==> src/hdl/rgc_pkg.sv <==
// rgc_pkg: shared types, codes and character classes for the readability
// grade counter. No dependencies; used by rgc_ctrl, rgc_dp and the top level.
`default_nettype none

package rgc_pkg;

    // configuration port
    localparam int CFG_IDX_W  = 2;
    localparam int CFG_DATA_W = 16;
    localparam int GAIN_W     = 16;

    localparam logic [CFG_IDX_W-1:0] CFG_OFFSET = 2'd0;
    localparam logic [CFG_IDX_W-1:0] CFG_WGAIN  = 2'd1;
    localparam logic [CFG_IDX_W-1:0] CFG_SGAIN  = 2'd2;

    // reset values of the grade coefficients (Q8)
    localparam logic signed [GAIN_W-1:0] OFFSET_RST = -16'sd3991;
    localparam logic [GAIN_W-1:0]        WGAIN_RST  = 16'd100;
    localparam logic [GAIN_W-1:0]        SGAIN_RST  = 16'd3021;

    // result widths
    localparam int OUT_CNT_W = 24;
    localparam int GRADE_W   = 32;
    localparam logic signed [GRADE_W-1:0] GRADE_MAX = 32'sh7FFF_FFFF;
    localparam logic signed [GRADE_W-1:0] GRADE_MIN = 32'sh8000_0000;

    // per-word syllable counter
    localparam int SYL_W = 8;
    localparam logic [SYL_W-1:0] SYL_MAX = 8'hFF;

    // ASCII codes
    localparam logic [7:0] CH_UP_A    = 8'h41;
    localparam logic [7:0] CH_UP_Z    = 8'h5A;
    localparam logic [7:0] CH_LO_A    = 8'h61;
    localparam logic [7:0] CH_LO_E    = 8'h65;
    localparam logic [7:0] CH_LO_I    = 8'h69;
    localparam logic [7:0] CH_LO_O    = 8'h6F;
    localparam logic [7:0] CH_LO_U    = 8'h75;
    localparam logic [7:0] CH_LO_Y    = 8'h79;
    localparam logic [7:0] CH_LO_Z    = 8'h7A;
    localparam logic [7:0] CH_DIG_0   = 8'h30;
    localparam logic [7:0] CH_DIG_9   = 8'h39;
    localparam logic [7:0] CH_USCORE  = 8'h5F;
    localparam logic [7:0] CH_APOS    = 8'h27;
    localparam logic [7:0] CH_PERIOD  = 8'h2E;
    localparam logic [7:0] CH_BANG    = 8'h21;
    localparam logic [7:0] CH_QUEST   = 8'h3F;
    localparam logic [7:0] CASE_BIT   = 8'h20;

    // controller -> datapath
    typedef struct packed {
        logic scan;     // text byte transaction accepted
        logic mul;      // gain x count into product register
        logic sel;      // 0: words per sentence term, 1: syllables per word term
        logic keep_t1;  // save first quotient
        logic load;     // load divider from product
        logic step;     // one divider iteration
        logic sum;      // form grade sum
        logic fin;      // load result registers, clear counters
    } t_cmd;

    // datapath -> controller
    typedef struct packed {
        logic grade_ok;
        logic div_last;
    } t_sts;

    function automatic logic f_is_letter(input logic [7:0] c);
        return (c >= CH_UP_A && c <= CH_UP_Z) || (c >= CH_LO_A && c <= CH_LO_Z);
    endfunction

    function automatic logic f_is_word_char(input logic [7:0] c);
        return f_is_letter(c) || (c >= CH_DIG_0 && c <= CH_DIG_9) ||
               c == CH_USCORE || c == CH_APOS;
    endfunction

    function automatic logic f_is_vowel(input logic [7:0] c);
        logic [7:0] l;
        l = c | CASE_BIT;
        return f_is_letter(c) && (l == CH_LO_A || l == CH_LO_E || l == CH_LO_I ||
                                  l == CH_LO_O || l == CH_LO_U || l == CH_LO_Y);
    endfunction

    function automatic logic f_is_e(input logic [7:0] c);
        return (c | CASE_BIT) == CH_LO_E;
    endfunction

    function automatic logic f_is_sentence_end(input logic [7:0] c);
        return c == CH_PERIOD || c == CH_BANG || c == CH_QUEST;
    endfunction

endpackage

`default_nettype wire

==> src/hdl/rgc_ctrl.sv <==
// rgc_ctrl: sequencing FSM for the readability grade counter.
// Drives handshakes and datapath commands; depends on rgc_pkg.
`default_nettype none

module rgc_ctrl (
    input  wire logic          i_clk,
    input  wire logic          i_rst_n,
    input  wire logic          i_in_valid,
    input  wire logic          i_in_eot,
    input  wire logic          i_out_stall,
    input  wire rgc_pkg::t_sts i_sts,
    output logic               o_in_stall,
    output logic               o_out_valid,
    output rgc_pkg::t_cmd      o_cmd
);

    typedef enum logic [2:0] {
        S_SCAN,
        S_MUL,
        S_LOAD,
        S_DIV,
        S_SUM,
        S_FIN
    } t_state;

    t_state r_state;
    logic   r_stall;
    logic   r_out_valid;
    logic   r_sel;
    logic   out_free;
    logic   n_out_valid;

    assign out_free = !r_out_valid || !i_out_stall;

    always_comb begin
        o_cmd         = '0;
        o_cmd.scan    = (r_state == S_SCAN) && i_in_valid && !r_stall;
        o_cmd.mul     = (r_state == S_MUL);
        o_cmd.sel     = r_sel;
        o_cmd.keep_t1 = (r_state == S_MUL) && r_sel;
        o_cmd.load    = (r_state == S_LOAD);
        o_cmd.step    = (r_state == S_DIV);
        o_cmd.sum     = (r_state == S_SUM);
        o_cmd.fin     = (r_state == S_FIN) && out_free;
    end

    // new result loads, or the held one stays until taken
    assign n_out_valid = o_cmd.fin || (r_out_valid && i_out_stall);

    always_ff @(posedge i_clk) begin
        if (!i_rst_n) begin
            r_state     <= S_SCAN;
            r_stall     <= 1'b0;
            r_out_valid <= 1'b0;
            r_sel       <= 1'b0;
        end else begin
            r_out_valid <= n_out_valid;
            case (r_state)
                S_SCAN: begin
                    if (o_cmd.scan && i_in_eot) begin
                        r_state <= S_MUL;
                        r_stall <= 1'b1;
                        r_sel   <= 1'b0;
                    end
                end
                S_MUL: begin
                    r_state <= i_sts.grade_ok ? S_LOAD : S_SUM;
                end
                S_LOAD: begin
                    r_state <= S_DIV;
                end
                S_DIV: begin
                    if (i_sts.div_last) begin
                        if (!r_sel) begin
                            r_sel   <= 1'b1;
                            r_state <= S_MUL;
                        end else begin
                            r_state <= S_SUM;
                        end
                    end
                end
                S_SUM: begin
                    r_state <= S_FIN;
                end
                S_FIN: begin
                    if (out_free) begin
                        r_stall <= 1'b0;
                        r_state <= S_SCAN;
                    end
                end
                default: begin
                    r_state <= S_SCAN;
                    r_stall <= 1'b0;
                end
            endcase
        end
    end

    assign o_in_stall  = r_stall;
    assign o_out_valid = r_out_valid;

`ifndef NO_ASSERTIONS
    // input is open exactly while scanning
    a_scan_open: assert property (@(posedge i_clk) disable iff (!i_rst_n)
        (r_state == S_SCAN) |-> !r_stall)
        else $error("stall high while scanning");

    // last byte closes the input and starts the grade pass
    a_eot_starts: assert property (@(posedge i_clk) disable iff (!i_rst_n)
        (o_cmd.scan && i_in_eot) |=> (r_state == S_MUL && r_stall && !r_sel))
        else $error("end of text did not start grade pass");

    // a result only appears from the final state
    a_result_src: assert property (@(posedge i_clk) disable iff (!i_rst_n)
        $rose(r_out_valid) |-> $past(r_state == S_FIN))
        else $error("result valid without finish");

    // at most one datapath action per cycle
    a_cmd_excl: assert property (@(posedge i_clk) disable iff (!i_rst_n)
        $onehot0({o_cmd.scan, o_cmd.mul, o_cmd.load, o_cmd.step, o_cmd.sum, o_cmd.fin}))
        else $error("overlapping datapath commands");
`endif

endmodule

`default_nettype wire

==> src/hdl/rgc_dp.sv <==
// rgc_dp: datapath of the readability grade counter: text scanner and
// counters, config registers, gain multiplier, shared restoring divider,
// grade sum and result registers. Depends on rgc_pkg.
`default_nettype none

module rgc_dp #(
    parameter int COUNT_BITS = 24
) (
    input  wire logic                              i_clk,
    input  wire logic                              i_rst_n,
    input  wire rgc_pkg::t_cmd                     i_cmd,
    output rgc_pkg::t_sts                          o_sts,
    input  wire logic [7:0]                        i_text_byte,
    input  wire logic                              i_end_of_text,
    input  wire logic                              i_cfg_we,
    input  wire logic [rgc_pkg::CFG_IDX_W-1:0]     i_cfg_idx,
    input  wire logic [rgc_pkg::CFG_DATA_W-1:0]    i_cfg_data,
    output logic [rgc_pkg::OUT_CNT_W-1:0]          o_words_total,
    output logic [rgc_pkg::OUT_CNT_W-1:0]          o_syllables_total,
    output logic [rgc_pkg::OUT_CNT_W-1:0]          o_sentences_total,
    output logic                                   o_grade_valid,
    output logic signed [rgc_pkg::GRADE_W-1:0]     o_grade_q8,
    output logic                                   o_grade_saturated
);

    localparam int CB  = COUNT_BITS;
    localparam int GW_ = rgc_pkg::GAIN_W;
    localparam int PW  = CB + GW_;          // product
    localparam int NW  = PW + 2;            // dividend 2*g*n + d, also quotient
    localparam int DW  = CB + 2;            // divisor 2*d and remainder
    localparam int CW  = $clog2(NW);
    localparam int SW  = (NW + 2 > 34) ? NW + 2 : 34;   // grade sum
    localparam int OW  = rgc_pkg::OUT_CNT_W;
    localparam int YW  = rgc_pkg::SYL_W;

    // config registers
    logic signed [GW_-1:0] r_offset;
    logic [GW_-1:0]        r_wgain;
    logic [GW_-1:0]        r_sgain;

    // scanner state
    logic          r_inside;
    logic          r_word;
    logic          r_prev;
    logic          r_pend;
    logic [YW-1:0] r_syl;
    logic [CB-1:0] r_wcnt;
    logic [CB-1:0] r_ycnt;
    logic [CB-1:0] r_scnt;
    logic          r_clip;

    // arithmetic
    logic [PW-1:0]        r_prod;
    logic [CB-1:0]        r_den;
    logic [NW-1:0]        r_num;
    logic [DW-1:0]        r_dvs;
    logic [DW-1:0]        r_rem;
    logic [CW-1:0]        r_cnt;
    logic [NW-1:0]        r_t1;
    logic signed [SW-1:0] r_sum;
    logic                 r_sum_ok;

    // result registers
    logic [OW-1:0]                        r_out_w;
    logic [OW-1:0]                        r_out_y;
    logic [OW-1:0]                        r_out_s;
    logic                                 r_out_ok;
    logic signed [rgc_pkg::GRADE_W-1:0]   r_out_g;
    logic                                 r_out_sat;

    // scanner combinational
    logic          wc, letter, vowel, is_e, start;
    logic          b_word, b_prev, b_pend;
    logic [YW-1:0] b_syl;
    logic          n_inside, n_word, n_prev, n_pend;
    logic [YW-1:0] n_syl;
    logic          bump, syl_clip;
    logic          close_tok, word_close, sent_add;
    logic [YW-1:0] syl_eff;
    logic [CB:0]   ysum;
    logic [CB-1:0] cmax;
    logic          scan_clip;

    assign cmax   = {CB{1'b1}};
    assign wc     = rgc_pkg::f_is_word_char(i_text_byte);
    assign letter = rgc_pkg::f_is_letter(i_text_byte);
    assign vowel  = rgc_pkg::f_is_vowel(i_text_byte);
    assign is_e   = rgc_pkg::f_is_e(i_text_byte);
    assign start  = wc && !r_inside;

    always_comb begin
        b_word   = start ? letter : r_word;
        b_prev   = start ? 1'b0 : r_prev;
        b_pend   = start ? 1'b0 : r_pend;
        b_syl    = start ? '0 : r_syl;
        n_inside = wc ? 1'b1 : r_inside;
        n_word   = wc ? b_word : r_word;
        n_prev   = b_prev;
        n_pend   = b_pend;
        n_syl    = b_syl;
        bump     = 1'b0;
        syl_clip = 1'b0;
        if (wc && b_word) begin
            // a vowel opening a group counts, a lone 'e' waits to see if it ends the word
            bump   = b_pend || (vowel && !b_prev && !is_e);
            n_pend = vowel && !b_prev && is_e;
            n_prev = vowel;
            if (bump) begin
                if (b_syl == rgc_pkg::SYL_MAX) begin
                    syl_clip = 1'b1;
                end else begin
                    n_syl = b_syl + 1'b1;
                end
            end
        end
    end

    assign close_tok  = !wc || i_end_of_text;
    assign word_close = close_tok && n_inside && n_word;
    assign sent_add   = !wc && rgc_pkg::f_is_sentence_end(i_text_byte);
    assign syl_eff    = (n_syl == '0) ? YW'(1) : n_syl;
    assign ysum       = {1'b0, r_ycnt} + {{(CB + 1 - YW){1'b0}}, syl_eff};

    // any count that would pass its maximum on this byte
    assign scan_clip  = syl_clip ||
                        (word_close && ((r_wcnt == cmax) || (ysum > {1'b0, cmax}))) ||
                        (sent_add && (r_scnt == cmax));

    // multiplier operands
    logic [GW_-1:0] mul_a;
    logic [CB-1:0]  mul_b;
    logic [CB-1:0]  den_c;
    logic [PW-1:0]  prod_c;

    assign mul_a  = i_cmd.sel ? r_sgain : r_wgain;
    assign mul_b  = i_cmd.sel ? r_ycnt : r_wcnt;
    assign den_c  = i_cmd.sel ? r_wcnt : r_scnt;
    assign prod_c = {{CB{1'b0}}, mul_a} * {{GW_{1'b0}}, mul_b};

    // divider step
    logic [DW-1:0] rem_sh;
    logic          q_bit;

    assign rem_sh = {r_rem[DW-2:0], r_num[NW-1]};
    assign q_bit  = rem_sh >= r_dvs;

    // grade saturation
    logic signed [SW-1:0] c_gmax, c_gmin;
    logic                 sat_hi, sat_lo;

    assign c_gmax = SW'(rgc_pkg::GRADE_MAX);
    assign c_gmin = SW'(rgc_pkg::GRADE_MIN);
    assign sat_hi = r_sum > c_gmax;
    assign sat_lo = r_sum < c_gmin;

    // counters to result width
    logic [OW+CB-1:0] ext_w, ext_y, ext_s;

    assign ext_w = {{OW{1'b0}}, r_wcnt};
    assign ext_y = {{OW{1'b0}}, r_ycnt};
    assign ext_s = {{OW{1'b0}}, r_scnt};

    assign o_sts.grade_ok = (r_wcnt != '0) && (r_scnt != '0);
    assign o_sts.div_last = (r_cnt == CW'(NW - 1));

    // config
    always_ff @(posedge i_clk) begin
        if (!i_rst_n) begin
            r_offset <= rgc_pkg::OFFSET_RST;
            r_wgain  <= rgc_pkg::WGAIN_RST;
            r_sgain  <= rgc_pkg::SGAIN_RST;
        end else if (i_cfg_we) begin
            case (i_cfg_idx)
                rgc_pkg::CFG_OFFSET: r_offset <= $signed(i_cfg_data);
                rgc_pkg::CFG_WGAIN:  r_wgain  <= i_cfg_data;
                rgc_pkg::CFG_SGAIN:  r_sgain  <= i_cfg_data;
                default: ;
            endcase
        end
    end

    // scanner and counters
    always_ff @(posedge i_clk) begin
        if (!i_rst_n) begin
            r_inside <= 1'b0;
            r_word   <= 1'b0;
            r_prev   <= 1'b0;
            r_pend   <= 1'b0;
            r_syl    <= '0;
            r_wcnt   <= '0;
            r_ycnt   <= '0;
            r_scnt   <= '0;
            r_clip   <= 1'b0;
        end else if (i_cmd.fin) begin
            r_wcnt <= '0;
            r_ycnt <= '0;
            r_scnt <= '0;
            r_clip <= 1'b0;
        end else if (i_cmd.scan) begin
            if (close_tok) begin
                r_inside <= 1'b0;
                r_word   <= 1'b0;
                r_prev   <= 1'b0;
                r_pend   <= 1'b0;
                r_syl    <= '0;
            end else begin
                r_inside <= n_inside;
                r_word   <= n_word;
                r_prev   <= n_prev;
                r_pend   <= n_pend;
                r_syl    <= n_syl;
            end
            if (scan_clip) begin
                r_clip <= 1'b1;
            end
            if (word_close) begin
                if (r_wcnt != cmax) begin
                    r_wcnt <= r_wcnt + 1'b1;
                end
                if (ysum > {1'b0, cmax}) begin
                    r_ycnt <= cmax;
                end else begin
                    r_ycnt <= ysum[CB-1:0];
                end
            end
            if (sent_add) begin
                if (r_scnt != cmax) begin
                    r_scnt <= r_scnt + 1'b1;
                end
            end
        end
    end

    // multiply, divide, sum and result registers: payload only
    always_ff @(posedge i_clk) begin
        if (i_cmd.mul) begin
            r_prod <= prod_c;
            r_den  <= den_c;
        end
        if (i_cmd.keep_t1) begin
            r_t1 <= r_num;
        end
        if (i_cmd.load) begin
            // round to nearest: (2*g*n + d) / (2*d)
            r_num <= {1'b0, r_prod, 1'b0} + {{(NW - CB){1'b0}}, r_den};
            r_dvs <= {1'b0, r_den, 1'b0};
            r_rem <= '0;
            r_cnt <= '0;
        end else if (i_cmd.step) begin
            r_rem <= q_bit ? (rem_sh - r_dvs) : rem_sh;
            r_num <= {r_num[NW-2:0], q_bit};
            r_cnt <= r_cnt + 1'b1;
        end
        if (i_cmd.sum) begin
            r_sum_ok <= o_sts.grade_ok;
            if (o_sts.grade_ok) begin
                r_sum <= SW'(r_offset) + $signed({{(SW - NW){1'b0}}, r_t1})
                         + $signed({{(SW - NW){1'b0}}, r_num});
            end else begin
                r_sum <= '0;
            end
        end
        if (i_cmd.fin) begin
            r_out_w   <= ext_w[OW-1:0];
            r_out_y   <= ext_y[OW-1:0];
            r_out_s   <= ext_s[OW-1:0];
            r_out_ok  <= r_sum_ok;
            r_out_g   <= sat_hi ? rgc_pkg::GRADE_MAX :
                         sat_lo ? rgc_pkg::GRADE_MIN : r_sum[rgc_pkg::GRADE_W-1:0];
            r_out_sat <= sat_hi || sat_lo || r_clip;
        end
    end

    assign o_words_total     = r_out_w;
    assign o_syllables_total = r_out_y;
    assign o_sentences_total = r_out_s;
    assign o_grade_valid     = r_out_ok;
    assign o_grade_q8        = r_out_g;
    assign o_grade_saturated = r_out_sat;

endmodule

`default_nettype wire

==> src/hdl/readability_grade_counter_unit.sv <==
// readability_grade_counter_unit: top level, joins rgc_ctrl and rgc_dp.
// Depends on rgc_pkg, rgc_ctrl, rgc_dp.
//
// Usage:
//   Text channel (i_in_valid / o_in_stall): one ASCII byte per transaction,
//   i_end_of_text high on the last byte. While scanning, a byte is taken
//   every cycle. The last byte closes the text and starts the grade pass.
//   Result channel (o_out_valid / i_out_stall): one transaction per text with
//   word, syllable and sentence totals, grade valid flag, Q8 grade and the
//   saturation flag. The result sits in an output register until taken.
//   The grade pass runs two divisions on one shared restoring divider,
//   one quotient bit per cycle over COUNT_BITS+18 bits, and skips them
//   when the grade is not valid. o_in_stall is high during the pass, so
//   the next text starts after the result is loaded.
//   If the receiver still stalls an older result, the pass waits in its final
//   state with the input closed.
//   Reset (i_rst_n low, synchronous) clears all counters, returns the
//   coefficient registers to their defaults and drops o_out_valid.
//   Config (i_cfg_we / i_cfg_idx / i_cfg_data): 0 offset, 1 words per
//   sentence gain, 2 syllables per word gain; the user must see that they are
//   written only while idle, as the block itself does not enforce it.
`default_nettype none

module readability_grade_counter_unit #(
    parameter int COUNT_BITS = 24
) (
    input  wire logic                              i_clk,
    input  wire logic                              i_rst_n,
    // text channel
    input  wire logic                              i_in_valid,
    output logic                                   o_in_stall,
    input  wire logic [7:0]                        i_text_byte,
    input  wire logic                              i_end_of_text,
    // result channel
    output logic                                   o_out_valid,
    input  wire logic                              i_out_stall,
    output logic [rgc_pkg::OUT_CNT_W-1:0]          o_words_total,
    output logic [rgc_pkg::OUT_CNT_W-1:0]          o_syllables_total,
    output logic [rgc_pkg::OUT_CNT_W-1:0]          o_sentences_total,
    output logic                                   o_grade_valid,
    output logic signed [rgc_pkg::GRADE_W-1:0]     o_grade_q8,
    output logic                                   o_grade_saturated,
    // configuration
    input  wire logic                              i_cfg_we,
    input  wire logic [rgc_pkg::CFG_IDX_W-1:0]     i_cfg_idx,
    input  wire logic [rgc_pkg::CFG_DATA_W-1:0]    i_cfg_data
);

    rgc_pkg::t_cmd cmd;   // sequencer commands
    rgc_pkg::t_sts sts;   // datapath status

    rgc_ctrl u_ctrl (
        .i_clk       (i_clk),
        .i_rst_n     (i_rst_n),
        .i_in_valid  (i_in_valid),
        .i_in_eot    (i_end_of_text),
        .i_out_stall (i_out_stall),
        .i_sts       (sts),
        .o_in_stall  (o_in_stall),
        .o_out_valid (o_out_valid),
        .o_cmd       (cmd)
    );

    // counters, coefficients, multiplier, divider and result registers
    rgc_dp #(
        .COUNT_BITS (COUNT_BITS)
    ) u_dp (
        .i_clk             (i_clk),
        .i_rst_n           (i_rst_n),
        .i_cmd             (cmd),
        .o_sts             (sts),
        .i_text_byte       (i_text_byte),
        .i_end_of_text     (i_end_of_text),
        .i_cfg_we          (i_cfg_we),
        .i_cfg_idx         (i_cfg_idx),
        .i_cfg_data        (i_cfg_data),
        .o_words_total     (o_words_total),
        .o_syllables_total (o_syllables_total),
        .o_sentences_total (o_sentences_total),
        .o_grade_valid     (o_grade_valid),
        .o_grade_q8        (o_grade_q8),
        .o_grade_saturated (o_grade_saturated)
    );

endmodule

`default_nettype wire
==> config.mk <==
export PLATFORM = sky130hd
export DESIGN_NAME = readability_grade_counter_unit
export DESIGN_NICKNAME = d
export VERILOG_FILES = /design/src/hdl/rgc_pkg.sv /design/src/hdl/rgc_ctrl.sv /design/src/hdl/rgc_dp.sv /design/src/hdl/readability_grade_counter_unit.sv
export SDC_FILE = /design/constraint.sdc
export NUM_CORES = 2
export LEC_CHECK = 0
export BUFFER_PORTS_ARGS = -buffer_cell sky130_fd_sc_hd__buf_2
export CAP_MARGIN = 10
export CORE_MARGIN = 4
export CORE_UTILIZATION = 45
export DETAILED_ROUTE_END_ITERATION = 10
export SYNTH_ARGS = -nofsm -noshare
export SYNTH_HDL_FRONTEND = slang
export SYNTH_HIERARCHICAL = 1
export SYNTH_SLANG_ARGS = --single-unit
==> constraint.sdc <==
create_clock -name i_clk -period 21.7 [get_ports i_clk]
set_input_delay 3.255 -clock i_clk [delete_from_list [all_inputs] [get_ports i_clk]]
set_output_delay 3.255 -clock i_clk [all_outputs]
set_load 0.03 [all_outputs]
==> impl_results.html <==
<table>
<tr><th>Metric</th><th>Value</th></tr>
<tr><th colspan="2">Logic synthesis</th></tr>
<tr><td>Most used flip-flop cell after synthesis</td><td>edfxtp_1</td></tr>
<tr><td>Most repeated cell in the gate-level netlist after synthesis</td><td>nand2_1</td></tr>
<tr><td>Main combinational cell family by area after synthesis</td><td>adder cells</td></tr>
<tr><td>Fraction of the yosys area taken by sequential cells</td><td>0.350</td></tr>
<tr><td>Post-synthesis share of cell area spent on full adders, half adders and majority gates</td><td>0.260</td></tr>
<tr><td>Fraction of the mapped netlist area in simple logic gates</td><td>0.157</td></tr>
<tr><td>Cell area after synthesis</td><td>between 0.03 and 0.04 mm^2</td></tr>
<tr><td>EDFF count, synth</td><td>323</td></tr>
<tr><td>Xor/xnor cell area share of the yosys netlist</td><td>0.0379</td></tr>
<tr><td>YS warnings</td><td>6</td></tr>
<tr><td>Synth Area in Compound Gates</td><td>0.105</td></tr>
<tr><td>Fraction of synthesized area in multiplexers</td><td>0.0306</td></tr>
<tr><td>Fraction of registers with async set/reset</td><td>0</td></tr>
<tr><td>Unique cell type count in the Yosys netlist</td><td>90</td></tr>
<tr><td>Proportion of netlist area held by the largest area contributor</td><td>0.259</td></tr>
<tr><td>Cell accounting for the most synthesized area</td><td>edfxtp_1</td></tr>
<tr><td>Post-synthesis sequential element count</td><td>493</td></tr>
<tr><td>Synthesized area per cell</td><td>9.91 um^2</td></tr>
<tr><td>Synth Instances</td><td>3776</td></tr>
<tr><td>Largest cells by area after synthesis</td><td>edfxtp_1 26%, fa_1 19%, dfxtp_1 9.1%</td></tr>
<tr><td>Mapped Nets</td><td>4376</td></tr>
<tr><td>Commonest cells in the synthesized netlist</td><td>500 x nand2_1, 426 x inv_1, 364 x nor2_1</td></tr>
<tr><th colspan="2">Clock tree</th></tr>
<tr><td>Post-CTS sizing</td><td>0</td></tr>
<tr><td>Cts bufs inserted</td><td>52</td></tr>
<tr><td>H-tree level count</td><td>2</td></tr>
<tr><td>Clk pin slew, worst setup/hold paths</td><td>60 ps</td></tr>
<tr><td>Hold-fix buffer count after cts</td><td>0</td></tr>
<tr><td>Buffers from clock root to sink, at most</td><td>3</td></tr>
<tr><td>Clock tree sinks</td><td>493</td></tr>
<tr><td>Worst skew pair latency</td><td>approximately 600 ps</td></tr>
<tr><td>CTS tree</td><td>done</td></tr>
<tr><td>Post-CTS setup repair buffer count</td><td>0</td></tr>
<tr><td>Root buffer cell</td><td>clkbuf_16</td></tr>
<tr><th colspan="2">Setup path</th></tr>
<tr><td>Data arrival time at the worst-slack endpoint</td><td>slightly below 9000 ps</td></tr>
<tr><td>Register-to-register path setup slack</td><td>~13000 ps</td></tr>
<tr><td>Crit start category</td><td>flop</td></tr>
<tr><td>Depth of the worst register-to-register path</td><td>23</td></tr>
<tr><td>Reg2Reg Launch Point</td><td>u_ctrl/r_sel</td></tr>
<tr><td>Required @ worst endpoint</td><td>roughly 22000 ps</td></tr>
<tr><td>Largest fanout on the critical path</td><td>62</td></tr>
<tr><td>Endpoint of the worst register-to-register path</td><td>u_dp/r_prod[38]</td></tr>
<tr><td>Worst setup path category</td><td>reg2reg</td></tr>
<tr><td>Setup crit end kind</td><td>flop</td></tr>
<tr><th colspan="2">Layout</th></tr>
<tr><td>Synthesis-to-layout area growth</td><td>9.39%</td></tr>
<tr><td>Layout cell share with drive strength beyond 1</td><td>0.0976</td></tr>
<tr><td>Final Util</td><td>0.498</td></tr>
<tr><td>Post-Layout Inst Area</td><td>0.0409 mm^2</td></tr>
<tr><td>Post-layout net count</td><td>4449</td></tr>
<tr><th colspan="2">Die</th></tr>
<tr><td>Core Box Area</td><td>0.0822 mm^2</td></tr>
<tr><td>Initial cell density of the core</td><td>0.455</td></tr>
<tr><td>Die Y</td><td>296 um</td></tr>
<tr><td>Die Outline Area</td><td>0.0878 mm^2</td></tr>
<tr><td>Top-level port count</td><td>140</td></tr>
<tr><td>Number of placement rows</td><td>105</td></tr>
<tr><td>Horizontal die dimension</td><td>between 200 and 300 um</td></tr>
<tr><th colspan="2">Min path</th></tr>
<tr><td>WHS Path Cells</td><td>0</td></tr>
<tr><td>Type of the tightest min-delay check</td><td>reg2reg</td></tr>
<tr><td>Worst hold endpoint</td><td>u_dp/o_grade_valid</td></tr>
<tr><td>Hold path startpoint</td><td>u_dp/r_sum_ok</td></tr>
<tr><th colspan="2">Place</th></tr>
<tr><td>Total placed instance area</td><td>0.0392 mm^2</td></tr>
<tr><td>Post-detailed-placement half-perimeter wirelength</td><td>78000 um</td></tr>
<tr><td>Number of buffers added on ports</td><td>~140</td></tr>
<tr><td>GP Congestion</td><td>0.901</td></tr>
<tr><th colspan="2">Status</th></tr>
<tr><td>Outcome</td><td>finished clean</td></tr>
<tr><th colspan="2">GRT</th></tr>
<tr><td>Maximum number of pins on one net before global-route repair</td><td>121</td></tr>
<tr><td>Wire length of the first global-routing pass</td><td>160000 um</td></tr>
<tr><td>Vias in the first global route</td><td>26858</td></tr>
<tr><td>Global route overflow</td><td>0</td></tr>
<tr><td>Total global routing track utilization</td><td>0.234</td></tr>
<tr><td>Initial antenna violation count</td><td>4</td></tr>
<tr><th colspan="2">Power</th></tr>
<tr><td>VDD IR max</td><td>0.0000562 V</td></tr>
<tr><td>Combinational cell fraction of total power</td><td>0.117</td></tr>
<tr><td>Static Leakage</td><td>between 15 and 20 nW</td></tr>
<tr><td>Sw frac</td><td>0.263</td></tr>
<tr><td>Switching power of the nets</td><td>just under 0.6 mW</td></tr>
<tr><td>Internal Pwr Total</td><td>1.66 mW</td></tr>
<tr><td>Sequential group share of total power</td><td>0.477</td></tr>
<tr><td>Pwr/cell area</td><td>55.0 mW/mm^2</td></tr>
<tr><td>Clock power frac</td><td>0.405</td></tr>
<tr><th colspan="2">Drt</th></tr>
<tr><td>DRT iter0 DRCs</td><td>2211</td></tr>
<tr><td>Average via count per standard cell</td><td>5.53</td></tr>
<tr><td>DR vias</td><td>27478</td></tr>
<tr><td>Final routed wire length divided by cell count</td><td>just over 20 um</td></tr>
<tr><td>First-pass DRT Iterations</td><td>6</td></tr>
<tr><td>Remaining antenna violation count</td><td>0</td></tr>
<tr><td>DRC errors left</td><td>0</td></tr>
<tr><td>Routed Wire Length</td><td>102000 um</td></tr>
<tr><th colspan="2">Timing</th></tr>
<tr><td>Hold Fails Final Rpt</td><td>0</td></tr>
<tr><td>Setup repair after global routing missed its margin</td><td>false</td></tr>
<tr><td>Min cycle time layout</td><td>8620 ps</td></tr>
<tr><td>Worst clock skew</td><td>35.1 ps</td></tr>
<tr><td>Fin. max-slew vios</td><td>0</td></tr>
<tr><td>Worst Tran Pin Value</td><td>1100 ps</td></tr>
<tr><td>Setup violators final</td><td>0</td></tr>
<tr><td>Maximum achievable frequency</td><td>116 MHz</td></tr>
<tr><td>Tcrit/Tclk final</td><td>0.397</td></tr>
<tr><td>Relative max-transition margin</td><td>0.246</td></tr>
<tr><td>Sum of negative setup slack</td><td>0 ps</td></tr>
<tr><th colspan="2">Run</th></tr>
<tr><td>Max-capacitance violation count</td><td>0</td></tr>
</table>
## per-layer routing
metal / GRT usage / up-vias / part of all wire
met5: 0 / - / 0
met4: 0.0732 / 0 / 0.035
met1: 0.350 / 13527 / 0.47
met3: 0.0340 / 174 / 0.065
li1: - / 12958 / -
met2: 0.354 / 819 / 0.43
## stage by stage
step	setup WS (ps)	std cells	total power, mW	hold WS, ps
global route	12410	4966	2.34	452
floorplan	12220	3776	1.28	400
CTS	13060	4963	2.27	446
detailed placement	12730	4865	1.36	431
finish	13080	4966	2.25	438
global placement	12860	4865	1.36	436
## registers in the layout, summed over array words and instances (netlist names), 25 cells and up
| name | count |
|---|---|
| u_dp/r_sum | 44 |
| u_dp/r_t1 | 42 |
| u_dp/r_prod | 40 |
| u_dp/r_num | 42 |
| u_dp/o_grade_q8 | 32 |
| u_dp/r_rem | 25 |
## layout make-up
type,count,area [um^2]
clock buffers,71,1500
multi-input cells,2711,22200
diodes,3,7.51
flip-flops and latches,493,13100
fillers,7681,41300
repair buffers,165,903
clock inverters,27,270
well taps,1070,1340
inverters,426,1600
## worst max-delay path by stage
stage | start | to | slack, ps | cells after the start
final | u_ctrl/r_sel | u_dp/r_prod[38] | 13080 | 23
after global routing | u_ctrl/r_sel | u_dp/r_prod[32] | 12410 | 21
after CTS | u_ctrl/r_sel | u_dp/r_prod[38] | 13060 | 23
after detailed placement | i_text_byte[2] | u_dp/r_ycnt[9] | 12730 | 25
after global placement | i_text_byte[2] | u_dp/r_ycnt[9] | 12860 | 25
after floorplan | i_out_stall | u_dp/r_ycnt[16] | 12220 | 5
## power by group through the flow
stage / Clock (mW) / Combinational, mW / Sequential [mW]
finish: 0.914 / 0.264 / 1.08
CTS: 0.934 / 0.264 / 1.08
global placement: 0 / 0.262 / 1.10
global route: 0.973 / 0.293 / 1.08
detailed placement: 0 / 0.263 / 1.10
floorplan: 0 / 0.175 / 1.10
## worst max-delay path: stages (launching register included)
cell and delay [ps]:
dfxtp_4 860, buf_4 710, nand2_1 160, o21ai_1 580
nand2_1 190, fa_1 540, fa_1 510, inv_1 50
fa_1 490, inv_1 60, fa_1 510, fa_1 550
inv_1 60, fa_1 500, ha_1 410, a2111oi_0 350
o21ai_0 160, a221oi_1 320, o21ai_0 140, nor3_2 290
a211oi_1 160, or3_1 390, a21oi_1 180, xnor2_1 70
## cells in the final DEF, fill, tap and decap left out, types with 68 or more instances in the layout
master    instances
a21o_1           83
a21oi_1         180
buf_2           139
dfxtp_1         168
edfxtp_1        323
fa_1            352
ha_1            216
inv_1           426
mux2_2           68
nand2_1         500
nand3_1          78
nor2_1          364
o21ai_0          90
xnor2_1         102
## kinds of logic after synthesis
family / count (synthesis)
compound gates: 594
xor+xnor: 162
fa+ha+maj: 568
buf+inv: 572
flops: 493
mux: 106
simple gates: 1281
Note: power is estimated with default switching activity, not from simulation.
